===== src/hdl/slcfr_pkg.sv =====
`timescale 1ns / 1ps
// ---------------------------------------------------------------------------
// slcfr_pkg
// Shared types, constants and the CRC-16 byte update for the frame receiver.
// ---------------------------------------------------------------------------
package slcfr_pkg;

   localparam logic [15:0] CRC_POLY   = 16'h1021;
   localparam logic [15:0] CRC_TOPBIT = 16'h8000;

   // Configuration register indexes.
   localparam logic [1:0] REG_SYNC_FIRST    = 2'd0;
   localparam logic [1:0] REG_SYNC_SECOND   = 2'd1;
   localparam logic [1:0] REG_CRC_SEED      = 2'd2;
   localparam logic [1:0] REG_PAYLOAD_LIMIT = 2'd3;

   typedef enum logic [1:0] {
      KIND_PAYLOAD  = 2'd0,
      KIND_CRC_GOOD = 2'd1,
      KIND_CRC_BAD  = 2'd2
   } kind_type;

   typedef enum logic [7:0] {
      PH_HUNT    = 8'b0000_0001,
      PH_SYNC2   = 8'b0000_0010,
      PH_TYPE    = 8'b0000_0100,
      PH_LENHI   = 8'b0000_1000,
      PH_LENLO   = 8'b0001_0000,
      PH_PAYLOAD = 8'b0010_0000,
      PH_CRCHI   = 8'b0100_0000,
      PH_CRCLO   = 8'b1000_0000
   } phase_type;

   typedef struct packed {
      logic [7:0]  sync_first;
      logic [7:0]  sync_second;
      logic [15:0] crc_seed;
      logic [15:0] payload_limit;
   } cfg_type;

   typedef struct packed {
      logic        valid;
      kind_type    kind;
      logic [7:0]  payload_byte;
      logic [7:0]  frame_kind;
      logic [15:0] frame_length;
   } result_type;

   // Byte-wide unrolled CRC-16, MSB first, no reflection.
   function automatic logic [15:0] crc_add_byte(input logic [15:0] crc,
                                                input logic [7:0]  data);
      logic [15:0] c;
      c = crc ^ {data, 8'h00};
      for (int i = 0; i < 8; i++) begin
         if ((c & CRC_TOPBIT) != 16'h0000) begin
            c = {c[14:0], 1'b0} ^ CRC_POLY;
         end else begin
            c = {c[14:0], 1'b0};
         end
      end
      return c;
   endfunction

endpackage


===== src/hdl/sync_length_crc16_frame_receiver.sv =====
`timescale 1ns / 1ps
// ---------------------------------------------------------------------------
// sync_length_crc16_frame_receiver
// Hunts for a two-byte sync, parses type, length, payload and CRC-16.
// ---------------------------------------------------------------------------
// The receiver takes one byte per clock while req_tready is high and
// registers its result, if any, for the rsp side: each payload byte, then
// one end beat per frame that passes the length limit, telling whether the
// CRC-16 (polynomial 0x1021, seed from crc_seed) matched. The byte-wide CRC
// update and the frame state machine sit between the state registers and a
// result register backed by a one-entry skid stage, so req_tready only drops
// after the consumer has stalled for two results. Configuration writes are
// taken every cycle and should be made while no frame is in progress.
module sync_length_crc16_frame_receiver
   import slcfr_pkg::*;
(
   input  logic        clock,
   input  logic        reset,
   // Input beat.
   input  logic        req_tvalid,
   output logic        req_tready,
   input  logic [7:0]  req_tdata,   // [7:0] rx_byte
   // Result beat.
   output logic        rsp_tvalid,
   input  logic        rsp_tready,
   output logic [31:0] rsp_tdata,   // [7:0] payload_byte, [15:8] frame_kind,
                                    // [31:16] frame_length
   output logic [1:0]  rsp_tuser,   // [1:0] kind
   // Register writes.
   input  logic        csr_valid,
   output logic        csr_ready,
   input  logic [1:0]  csr_index,
   input  logic [15:0] csr_data
);

   cfg_type    cfg_ff;
   result_type parse_res;
   result_type head;
   logic       space;
   logic       beat_valid;

   assign csr_ready  = 1'b1;
   assign req_tready = space;
   assign beat_valid = req_tvalid && space;

   always_ff @(posedge clock) begin
      if (reset) begin
         cfg_ff.sync_first    <= 8'hAA;
         cfg_ff.sync_second   <= 8'h55;
         cfg_ff.crc_seed      <= 16'hFFFF;
         cfg_ff.payload_limit <= 16'd1024;
      end else if (csr_valid) begin
         case (csr_index)
            REG_SYNC_FIRST:    cfg_ff.sync_first    <= csr_data[7:0];
            REG_SYNC_SECOND:   cfg_ff.sync_second   <= csr_data[7:0];
            REG_CRC_SEED:      cfg_ff.crc_seed      <= csr_data;
            REG_PAYLOAD_LIMIT: cfg_ff.payload_limit <= csr_data;
            default: begin
            end
         endcase
      end
   end

   slcfr_parse u_parse (
      .clock      (clock),
      .reset      (reset),
      .beat_valid (beat_valid),
      .beat_byte  (req_tdata),
      .cfg        (cfg_ff),
      .res        (parse_res)
   );

   slcfr_outbuf u_outbuf (
      .clock     (clock),
      .reset     (reset),
      .push      (parse_res),
      .space     (space),
      .head      (head),
      .pop_ready (rsp_tready)
   );

   assign rsp_tvalid = head.valid;
   assign rsp_tuser  = head.kind;
   assign rsp_tdata  = {head.frame_length, head.frame_kind, head.payload_byte};

endmodule


===== src/hdl/slcfr_parse.sv =====
`timescale 1ns / 1ps
// ---------------------------------------------------------------------------
// slcfr_parse
// Frame state machine and running CRC; turns one accepted byte into at most
// one result in the same cycle.
// ---------------------------------------------------------------------------
module slcfr_parse
   import slcfr_pkg::*;
(
   input  logic       clock,
   input  logic       reset,
   input  logic       beat_valid,
   input  logic [7:0] beat_byte,
   input  cfg_type    cfg,
   output result_type res
);

   phase_type   phase_ff, phase_in;
   logic [7:0]  held_kind_ff, held_kind_in;
   logic [15:0] held_length_ff, held_length_in;
   logic [15:0] bytes_taken_ff, bytes_taken_in;
   logic [15:0] running_crc_ff, running_crc_in;
   logic [7:0]  crc_high_ff, crc_high_in;

   logic [15:0] crc_base;
   logic [15:0] crc_next;
   logic [15:0] length_full;
   logic [15:0] taken_next;

   assign crc_base    = (phase_ff == PH_TYPE) ? cfg.crc_seed : running_crc_ff;
   assign crc_next    = crc_add_byte(crc_base, beat_byte);
   assign length_full = {held_length_ff[15:8], beat_byte};
   assign taken_next  = bytes_taken_ff + 16'd1;

   always_comb begin
      phase_in       = phase_ff;
      held_kind_in   = held_kind_ff;
      held_length_in = held_length_ff;
      bytes_taken_in = bytes_taken_ff;
      running_crc_in = running_crc_ff;
      crc_high_in    = crc_high_ff;
      res            = '0;
      res.frame_kind   = held_kind_ff;
      res.frame_length = held_length_ff;
      case (phase_ff)
         PH_HUNT: begin
            if (beat_byte == cfg.sync_first) begin
               phase_in = PH_SYNC2;
            end
         end
         PH_SYNC2: begin
            if (beat_byte == cfg.sync_second) begin
               phase_in = PH_TYPE;
            end else if (beat_byte != cfg.sync_first) begin
               phase_in = PH_HUNT;
            end
         end
         PH_TYPE: begin
            held_kind_in   = beat_byte;
            running_crc_in = crc_next;
            phase_in       = PH_LENHI;
         end
         PH_LENHI: begin
            held_length_in = {beat_byte, 8'h00};
            running_crc_in = crc_next;
            phase_in       = PH_LENLO;
         end
         PH_LENLO: begin
            held_length_in = length_full;
            running_crc_in = crc_next;
            bytes_taken_in = '0;
            if (length_full > cfg.payload_limit) begin
               phase_in = PH_HUNT;
            end else if (length_full == 16'd0) begin
               phase_in = PH_CRCHI;
            end else begin
               phase_in = PH_PAYLOAD;
            end
         end
         PH_PAYLOAD: begin
            running_crc_in   = crc_next;
            bytes_taken_in   = taken_next;
            res.valid        = beat_valid;
            res.kind         = KIND_PAYLOAD;
            res.payload_byte = beat_byte;
            if (taken_next == held_length_ff) begin
               phase_in = PH_CRCHI;
            end
         end
         PH_CRCHI: begin
            crc_high_in = beat_byte;
            phase_in    = PH_CRCLO;
         end
         PH_CRCLO: begin
            res.valid = beat_valid;
            res.kind  = ({crc_high_ff, beat_byte} == running_crc_ff) ?
                        KIND_CRC_GOOD : KIND_CRC_BAD;
            phase_in  = PH_HUNT;
         end
         default: begin
            phase_in = PH_HUNT;
         end
      endcase
   end

   always_ff @(posedge clock) begin
      if (reset) begin
         phase_ff <= PH_HUNT;
      end else if (beat_valid) begin
         phase_ff <= phase_in;
      end
   end

   always_ff @(posedge clock) begin
      if (reset) begin
         held_kind_ff   <= 8'h00;
         held_length_ff <= 16'h0000;
         bytes_taken_ff <= 16'h0000;
         running_crc_ff <= 16'h0000;
         crc_high_ff    <= 8'h00;
      end else if (beat_valid) begin
         held_kind_ff   <= held_kind_in;
         held_length_ff <= held_length_in;
         bytes_taken_ff <= bytes_taken_in;
         running_crc_ff <= running_crc_in;
         crc_high_ff    <= crc_high_in;
      end
   end

endmodule


===== src/hdl/slcfr_outbuf.sv =====
`timescale 1ns / 1ps
// ---------------------------------------------------------------------------
// slcfr_outbuf
// Result register with a skid entry, so the input side keeps moving while a
// finished result waits for the consumer.
// ---------------------------------------------------------------------------
module slcfr_outbuf
   import slcfr_pkg::*;
(
   input  logic       clock,
   input  logic       reset,
   input  result_type push,
   output logic       space,
   output result_type head,
   input  logic       pop_ready
);

   logic       out_valid_ff, skid_valid_ff;
   result_type out_data_ff, skid_data_ff;
   logic       pop;

   assign space = !skid_valid_ff;
   assign pop   = out_valid_ff && pop_ready;

   always_comb begin
      head       = out_data_ff;
      head.valid = out_valid_ff;
   end

   always_ff @(posedge clock) begin
      if (reset) begin
         out_valid_ff  <= 1'b0;
         skid_valid_ff <= 1'b0;
      end else if (skid_valid_ff) begin
         if (pop) begin
            skid_valid_ff <= 1'b0;
         end
      end else if (push.valid) begin
         if (!out_valid_ff || pop) begin
            out_valid_ff <= 1'b1;
         end else begin
            skid_valid_ff <= 1'b1;
         end
      end else if (pop) begin
         out_valid_ff <= 1'b0;
      end
   end

   always_ff @(posedge clock) begin
      if (skid_valid_ff) begin
         if (pop) begin
            out_data_ff <= skid_data_ff;
         end
      end else if (push.valid) begin
         if (!out_valid_ff || pop) begin
            out_data_ff <= push;
         end else begin
            skid_data_ff <= push;
         end
      end
   end

endmodule

===== config.mk =====
export PLATFORM = sky130hd
export DESIGN_NAME = sync_length_crc16_frame_receiver
export DESIGN_NICKNAME = d
export VERILOG_FILES = /design/src/hdl/slcfr_pkg.sv /design/src/hdl/sync_length_crc16_frame_receiver.sv /design/src/hdl/slcfr_parse.sv /design/src/hdl/slcfr_outbuf.sv
export SDC_FILE = /design/constraint.sdc
export NUM_CORES = 1
export LEC_CHECK = 0
export CAP_MARGIN = 0
export CORE_ASPECT_RATIO = 1.2
export CORE_MARGIN = 1.5
export CORE_UTILIZATION = 50
export CTS_BUF_LIST = sky130_fd_sc_hd__clkbuf_8
export CTS_CLUSTER_SIZE = 20
export DETAILED_ROUTE_END_ITERATION = 8
export DONT_BUFFER_PORTS = 1
export PLACE_DENSITY = 0.76
export SLEW_MARGIN = 20
export SYNTH_ARGS = -nofsm -noshare
export SYNTH_HDL_FRONTEND = slang
export SYNTH_SLANG_ARGS = --single-unit
export TNS_END_PERCENT = 30

===== constraint.sdc =====
create_clock -name clock -period 3.38 [get_ports clock]
set_input_delay 0.676 -clock clock [delete_from_list [all_inputs] [get_ports clock]]
set_output_delay 0.676 -clock clock [all_outputs]
set_load 0.05 [all_outputs]

==> out/qor.yml, run 1 <==
status: "finished, final reports clean"
grt.total_usage_pct: 21.4
r2r-start: "u_parse.bytes_taken_ff[0]"
worst_pin_slew_ps: 911
hold-worst-slack_ps: 256
crit_arrival_ps: 3420
yosys_most_used_dff: "dfxtp_1"
fmax_mhz: 332
worst_slack_ps: 369
cp_max_fo: 7
crit_required_ps: 3790
antenna_found_initial: 0
hold_depth: 1
worst-r2r-cell-count: 9
h-tree-depth: 4
first_iter_violations: 465
synth_area_per_cell_um2: 9.74
async_flop_share_pct: 0
area_delta_synth_final_pct: 6.24
setup_tns_ps: 0
dr.pass1.iters: 5
cts_resized: 0
finalNonFillerCells: 1127
crit_type: "flop to flop"
crit_path_end_kind: "flop"
combPwrFrac_pct: 6.4
slew_headroom_pct: 39.2
fillCellCount: 1562
ys_warn_count: 0
synth-simple-area-share_pct: 18.8
vias: 6459
synth_mux_area_share_pct: 8.78
core_area_um2: 17500
multi_input_area_um2: 4150
ys_types: 58
fp.dieH_um: 150
vias_per_cell: 5.73
clkLatencyLatePin_ps: 470
p_leak_uw: 0.00378
num_rows: 53
grt_pass1_vias: 6166
seq_area_frac_synth_pct: 50.1
wl_per_cell_um: 17.4
clockBufferDepth: 2
post_cts_buffers: 0
fin_skew_ps: 17.3
antenna_left: 0
ioPinCount: 68
ys_ff_latch: 190
synth_top_family_by_area: "simple AND/OR/NAND/NOR gates"
min_from: "reset"
rsz0062_at_grt: "false"
netSwitchingFraction_pct: 25.2
post-place-ws_ps: 423
synthXorXnorAreaFrac_pct: 7.25
grt_pass1_wl_um: 31600
gp_congestion: 0.863
synth_compound_area_share_pct: 9.04
drv_slew: 0
vdd_drop_max_mv: 0.231
cts_tree: "built"
r2r_end: "u_parse.phase_ff[5]"
regArea_um2: 4480
dp_hpwl_um: 13300
start_util_pct: 51.1
synth.most_common_cell: "nand2_1"
synth_cells: 918
regToRegSetupSlack_ps: 370
period_share_pct: 89.1
clk_pin_slew_worst_paths_ps: 110
intPower_uw: 3140
synth_top_area_cell: "dfxtp_1"
setup_viol: 0
grt_max_degree: 91
numCtsBuffers: 17
synth_adder_area_share_pct: 2.38
start_kind: "flop"
synth_fp_nets: 966
fin_nets: 942
yosysTopAreaCellShare_pct: 27.3
synthesis.area_um2: 8940
cts_sinks: 190
netSwitchingPower_uw: 1060
dieWidth_um: 125
post_route_cells_drive_above_1_share_pct: 10.3
hold_viol_final: 0
whs_endpoint: "cfg_ff[4]"
pwr-share-seq_pct: 57.8
diodes: 0
synth_edf_count: 68
powerDensity_nw_per_um2: 441
overflow: 0
die_area_um2: 18700
maxCapViolCount: 0
clock-root-buffer: "clkbuf_8"
wl_um: 19600
synth_commonest_cells: "135 x nand2_1, 122 x dfxtp_1, 78 x a21oi_1, 69 x nor2_1, 68 x edfxtp_1"
drc_errors: 0
dp.cells: 1095
finalCriticalPeriod_ps: 3010
synth_top_cells_by_area: "dfxtp_1 27%, edfxtp_1 23%, nand2_1 5.7%"
portBuffers: 0
hold_buffers: 0
hp-class: "input port to flop"
power.clock.fraction_pct: 35.7
-- worst max-delay path: stages (launching register included) --
cell and delay [ps]:
dfxtp_1 450, ha_1 310, and4_1 400, nand4_4 140
mux2_4 330, nor3_2 170, nand4_1 160, o31a_1 370
or4_1 480, a21oi_1 150
-- layer usage --
layer	vias to the layer above	track usage (%)	share of wire, %	routed length, µm
li1	3168	-	-	-
met1	3036	27.3	44	8580
met2	225	34.9	46	9100
met3	30	5.68	7.8	1520
met4	0	8.41	2.1	406
met5	-	0	0	0
-- logic make-up (layout without fill, tap and decap cells) --
family,Yosys count,count (layout)
xor gates and xnor gates,74,74
AOI/OAI and AO/OA,141,141
muxes,74,74
DFF,190,190
and+or+nand+nor,342,342
buffers and inverters,79,68
adders and majority gates,17,17
other,1,1
-- layout by cell type (no fill, tap or decap), types with 4 or more instances in the layout --
cell,instances
o211ai_1,5
edfxtp_1,68
nor3b_1,5
clkbuf_8,18
and2_1,10
nand4b_1,4
nor2b_1,4
a22oi_1,8
xnor2_1,24
and3_1,10
dfxtp_1,122
nor2_1,69
ha_1,17
and4_1,4
o21ai_0,27
nand3_1,33
nand4_1,12
a211oi_1,5
mux2i_1,41
nand2_1,135
inv_1,22
nor4_1,15
xor2_1,50
a21oi_1,78
nor3_1,11
buf_4,12
or3_1,5
mux2_2,32
nand3b_1,6
-- through the flow --
stage          instance area (µm²)  utilization (%)  power (µW)
6_report                      9500             54.3        4190
5_1_grt                       9500             54.3        4350
4_1_cts                       9500             54.3        4210
3_5_place_dp                  9100             52.0        2740
3_3_place_gp                  9100             52.0        2730
2_1_floorplan                 8950                -        2720
-- area by class of cell --
| cell class | count | share of cell area [%] |
|---|---|---|
| flip-flops and latches | 190 | 47.2 |
| multi-input cells | 649 | 43.6 |
| well taps | 220 | 2.90 |
| clock buffers | 18 | 2.61 |
| clock inverters | 14 | 1.59 |
| repair buffers | 13 | 1.16 |
| inverters | 23 | 0.908 |
-- power by group through the flow --
stage / clock [µW] / combinational [µW] / sequential (µW)
final: 1500 / 270 / 2420
after floorplan: 0 / 251 / 2470
after CTS: 1520 / 267 / 2420
after global placement: 0 / 260 / 2470
after detailed placement: 0 / 266 / 2480
after global routing: 1610 / 304 / 2430
-- worst max path at each step --
stage | startpoint | endpoint | depth (start not counted)
floorplan | u_parse.phase_ff[4] | u_outbuf.head[0] | 5
global placement | u_parse.bytes_taken_ff[0] | u_parse.phase_ff[5] | 9
detailed placement | u_parse.bytes_taken_ff[0] | u_parse.phase_ff[5] | 9
CTS | u_parse.bytes_taken_ff[0] | u_parse.phase_ff[5] | 9
global route | u_parse.bytes_taken_ff[0] | u_parse.phase_ff[5] | 9
finish | u_parse.bytes_taken_ff[0] | u_parse.phase_ff[5] | 9
-- state kept, by name, summed over array words and instances (netlist names) --
signal	count
u_outbuf.skid_data_ff	34
u_parse.crc_high_ff	8
u_parse.phase_ff	8
u_parse.running_crc_ff	16
u_parse.held_length_ff	16
u_outbuf.out_valid_ff	1
cfg_ff	48
u_outbuf.skid_valid_ff	1
u_outbuf.head	34
u_parse.bytes_taken_ff	16
u_parse.held_kind_ff	8
Power figures use the tool's default switching activity.
==> inputs of run 2 (changes only) <==
--- a/config.mk
+++ b/config.mk
@@ -13,6 +13,7 @@
 export CTS_CLUSTER_SIZE = 20
 export DETAILED_ROUTE_END_ITERATION = 8
 export DONT_BUFFER_PORTS = 1
+export GPL_TIMING_DRIVEN = 0
 export PLACE_DENSITY = 0.76
 export SLEW_MARGIN = 20
 export SYNTH_ARGS = -nofsm -noshare
==> out/qor.yml, run 2 (synthesis gave the netlist of run 1 again) <==
status: "finished, final reports clean"
routed.top_layer: "met4"
crit_type: "input port to flop"
crit_path_end_kind: "flop"
dr.pass1.iters: 5  # unchanged
overflow: 0  # unchanged
crit_top_cell: "a21oi_1"
gp_congestion: 0.895  # +3.7%
fmax_mhz: 317  # -4.6%
antenna_found_initial: 0  # unchanged
pwr-share-seq_pct: 57.7  # about the same
crit_arrival_ps: 3560  # +140 ps
finalNonFillerCells: 1172  # +4.0%
crit_chain: "clkbuf_1 -> xor2_1 -> nor4_1 -> a21oi_1 -> a41o_1 -> a21o_1 -> or4_1 -> a21oi_1"
grt.total_usage_pct: 23.2  # +1.8 points
finalCriticalPeriod_ps: 3160  # +144 ps
cp_max_fo: 10  # +3
netSwitchingPower_uw: 1100  # +3.7%
vias_per_cell: 5.69  # -0.73%
final_common_cell: "nand2_1"
cts_resized: 0  # unchanged
setup_viol: 0  # unchanged
p_leak_uw: 0.00381  # +0.93%
drv_slew: 0  # unchanged
drc_errors: 0  # unchanged
post_cts_buffers: 0  # unchanged
fin_skew_ps: 11.7  # -5.58 ps
layout_common_cells: "135 x nand2_1, 122 x dfxtp_1, 78 x a21oi_1"
hp-class: "input port to flop"
clock-root-buffer: "clkbuf_8"
period_share_pct: 93.4  # +4.3 points
wl_per_cell_um: 17.8  # +2.5%
ioPinCount: 68  # unchanged
grt_pass1_vias: 6509  # +5.6%
area_delta_synth_final_pct: 7.65
dp.cells: 1140  # +4.1%
grt_max_degree: 35  # -62%
powerDensity_nw_per_um2: 436  # -1.2%
vias: 6668  # +3.2%
fin_nets: 987  # +4.8%
wl_met1_um: 8770  # +2.2%
num_rows: 53  # unchanged
post-place-ws_ps: -198  # -621 ps
fp.dieH_um: 150  # unchanged
crit_required_ps: 3790  # about the same
start_util_pct: 51.1  # unchanged
grt_pass1_wl_um: 33900  # +7.3%
start_kind: "input port"
slowest_stage: "clkbuf_1"
slew_headroom_pct: 31.5  # -7.7 points
clockBufferDepth: 2  # unchanged
worst_pin_slew_ps: 1030  # +116 ps
core_area_um2: 17500  # unchanged
largest_register_ffs: 48  # unchanged
cts_tree: "built"
rsz0062_at_grt: "false"
hold-worst-slack_ps: 285  # +29.5 ps
wl_met3_um: 1580  # +3.9%
post_route_cells_drive_above_1_share_pct: 9.35  # -0.90 points
met2WireLength_um: 9980  # +9.7%
worst_slack_ps: 225  # -144 ps
slowest_delay_ps: 740  # +260 ps
power.clock.fraction_pct: 34.4  # -1.3 points
clk_pin_slew_worst_paths_ps: 90  # -20 ps
portBuffers: 0  # unchanged
intPower_uw: 3100  # -1.0%
die_area_um2: 18700  # unchanged
hold_viol_final: 0  # unchanged
numCtsBuffers: 17  # unchanged
clkLatencyLatePin_ps: 480  # about the same
first_iter_violations: 437  # -6.0%
vdd_drop_max_mv: 0.270  # +17%
maxCapViolCount: 0  # unchanged
netSwitchingFraction_pct: 26.1  # +0.90 points
diodes: 0  # unchanged
wl_um: 20900  # +6.6%
dieWidth_um: 125  # unchanged
cts_sinks: 190  # unchanged
antenna_left: 0  # unchanged
combPwrFrac_pct: 7.9  # +1.5 points
h-tree-depth: 4  # unchanged
top_register: "cfg_ff"
hold_buffers: 0  # unchanged
fin_total_pwr_uw: 4200  # +0.16%
dp_hpwl_um: 14800  # +11%
## run 2: final cells by class
type                            instances  area (µm²)
Clock inverter                         15         138
Fill cell                            1569        7880
Sequential cell                       190        4480
Inverter                               23        86.3
Timing Repair Buffer                    2        26.3
Tap cell                              220         275
Multi-Input combinational cell        649        4150
Buffer                                 56         231
Clock buffer                           17         234
## run 2: path summary, 6_finish.rpt
check	start	end	slack [ps]	cells past startpoint
worst min register to register	cfg_ff[2]	cfg_ff[2]	460	2
worst max register to register	u_parse.bytes_taken_ff[0]	u_parse.phase_ff[5]	330	10
worst min-delay path	rsp_tready	u_outbuf.skid_valid_ff	290	1
worst max-delay path	req_tdata[2]	u_parse.phase_ff[5]	220	8
## run 2: metal layers
metal  GRT usage [%]  vias to the layer above
met2            38.4                      228
met3            6.01                       44
met5               0                        -
li1                -                     3260
met1            29.0                     3136
met4            9.32                        0
## run 2: critical path, delay by kind of cell
kind / cells / cell delay [ps]
xor+xnor: 1 / 140
buf+inv: 1 / 740
simple gates: 2 / 1200
compound gates: 4 / 790
## run 2: stage by stage
step | utilization (%) | area [µm²] | TNS (ps)
2_1_floorplan | - | 8950 | 0
3_3_place_gp | 52.7 | 9230 | -18400
3_5_place_dp | 52.9 | 9250 | -198
4_1_cts | 55.0 | 9620 | 0
5_1_grt | 55.0 | 9630 | 0
6_report | 55.0 | 9630 | 0
## run 2: power groups by stage
stage               clock network (µW)  registers (µW)  logic [µW]
floorplan                            0            2470         251
global placement                     0            2470         320
detailed placement                   0            2480         326
CTS                               1460            2420         328
global route                      1540            2430         369
finish                            1440            2420         333
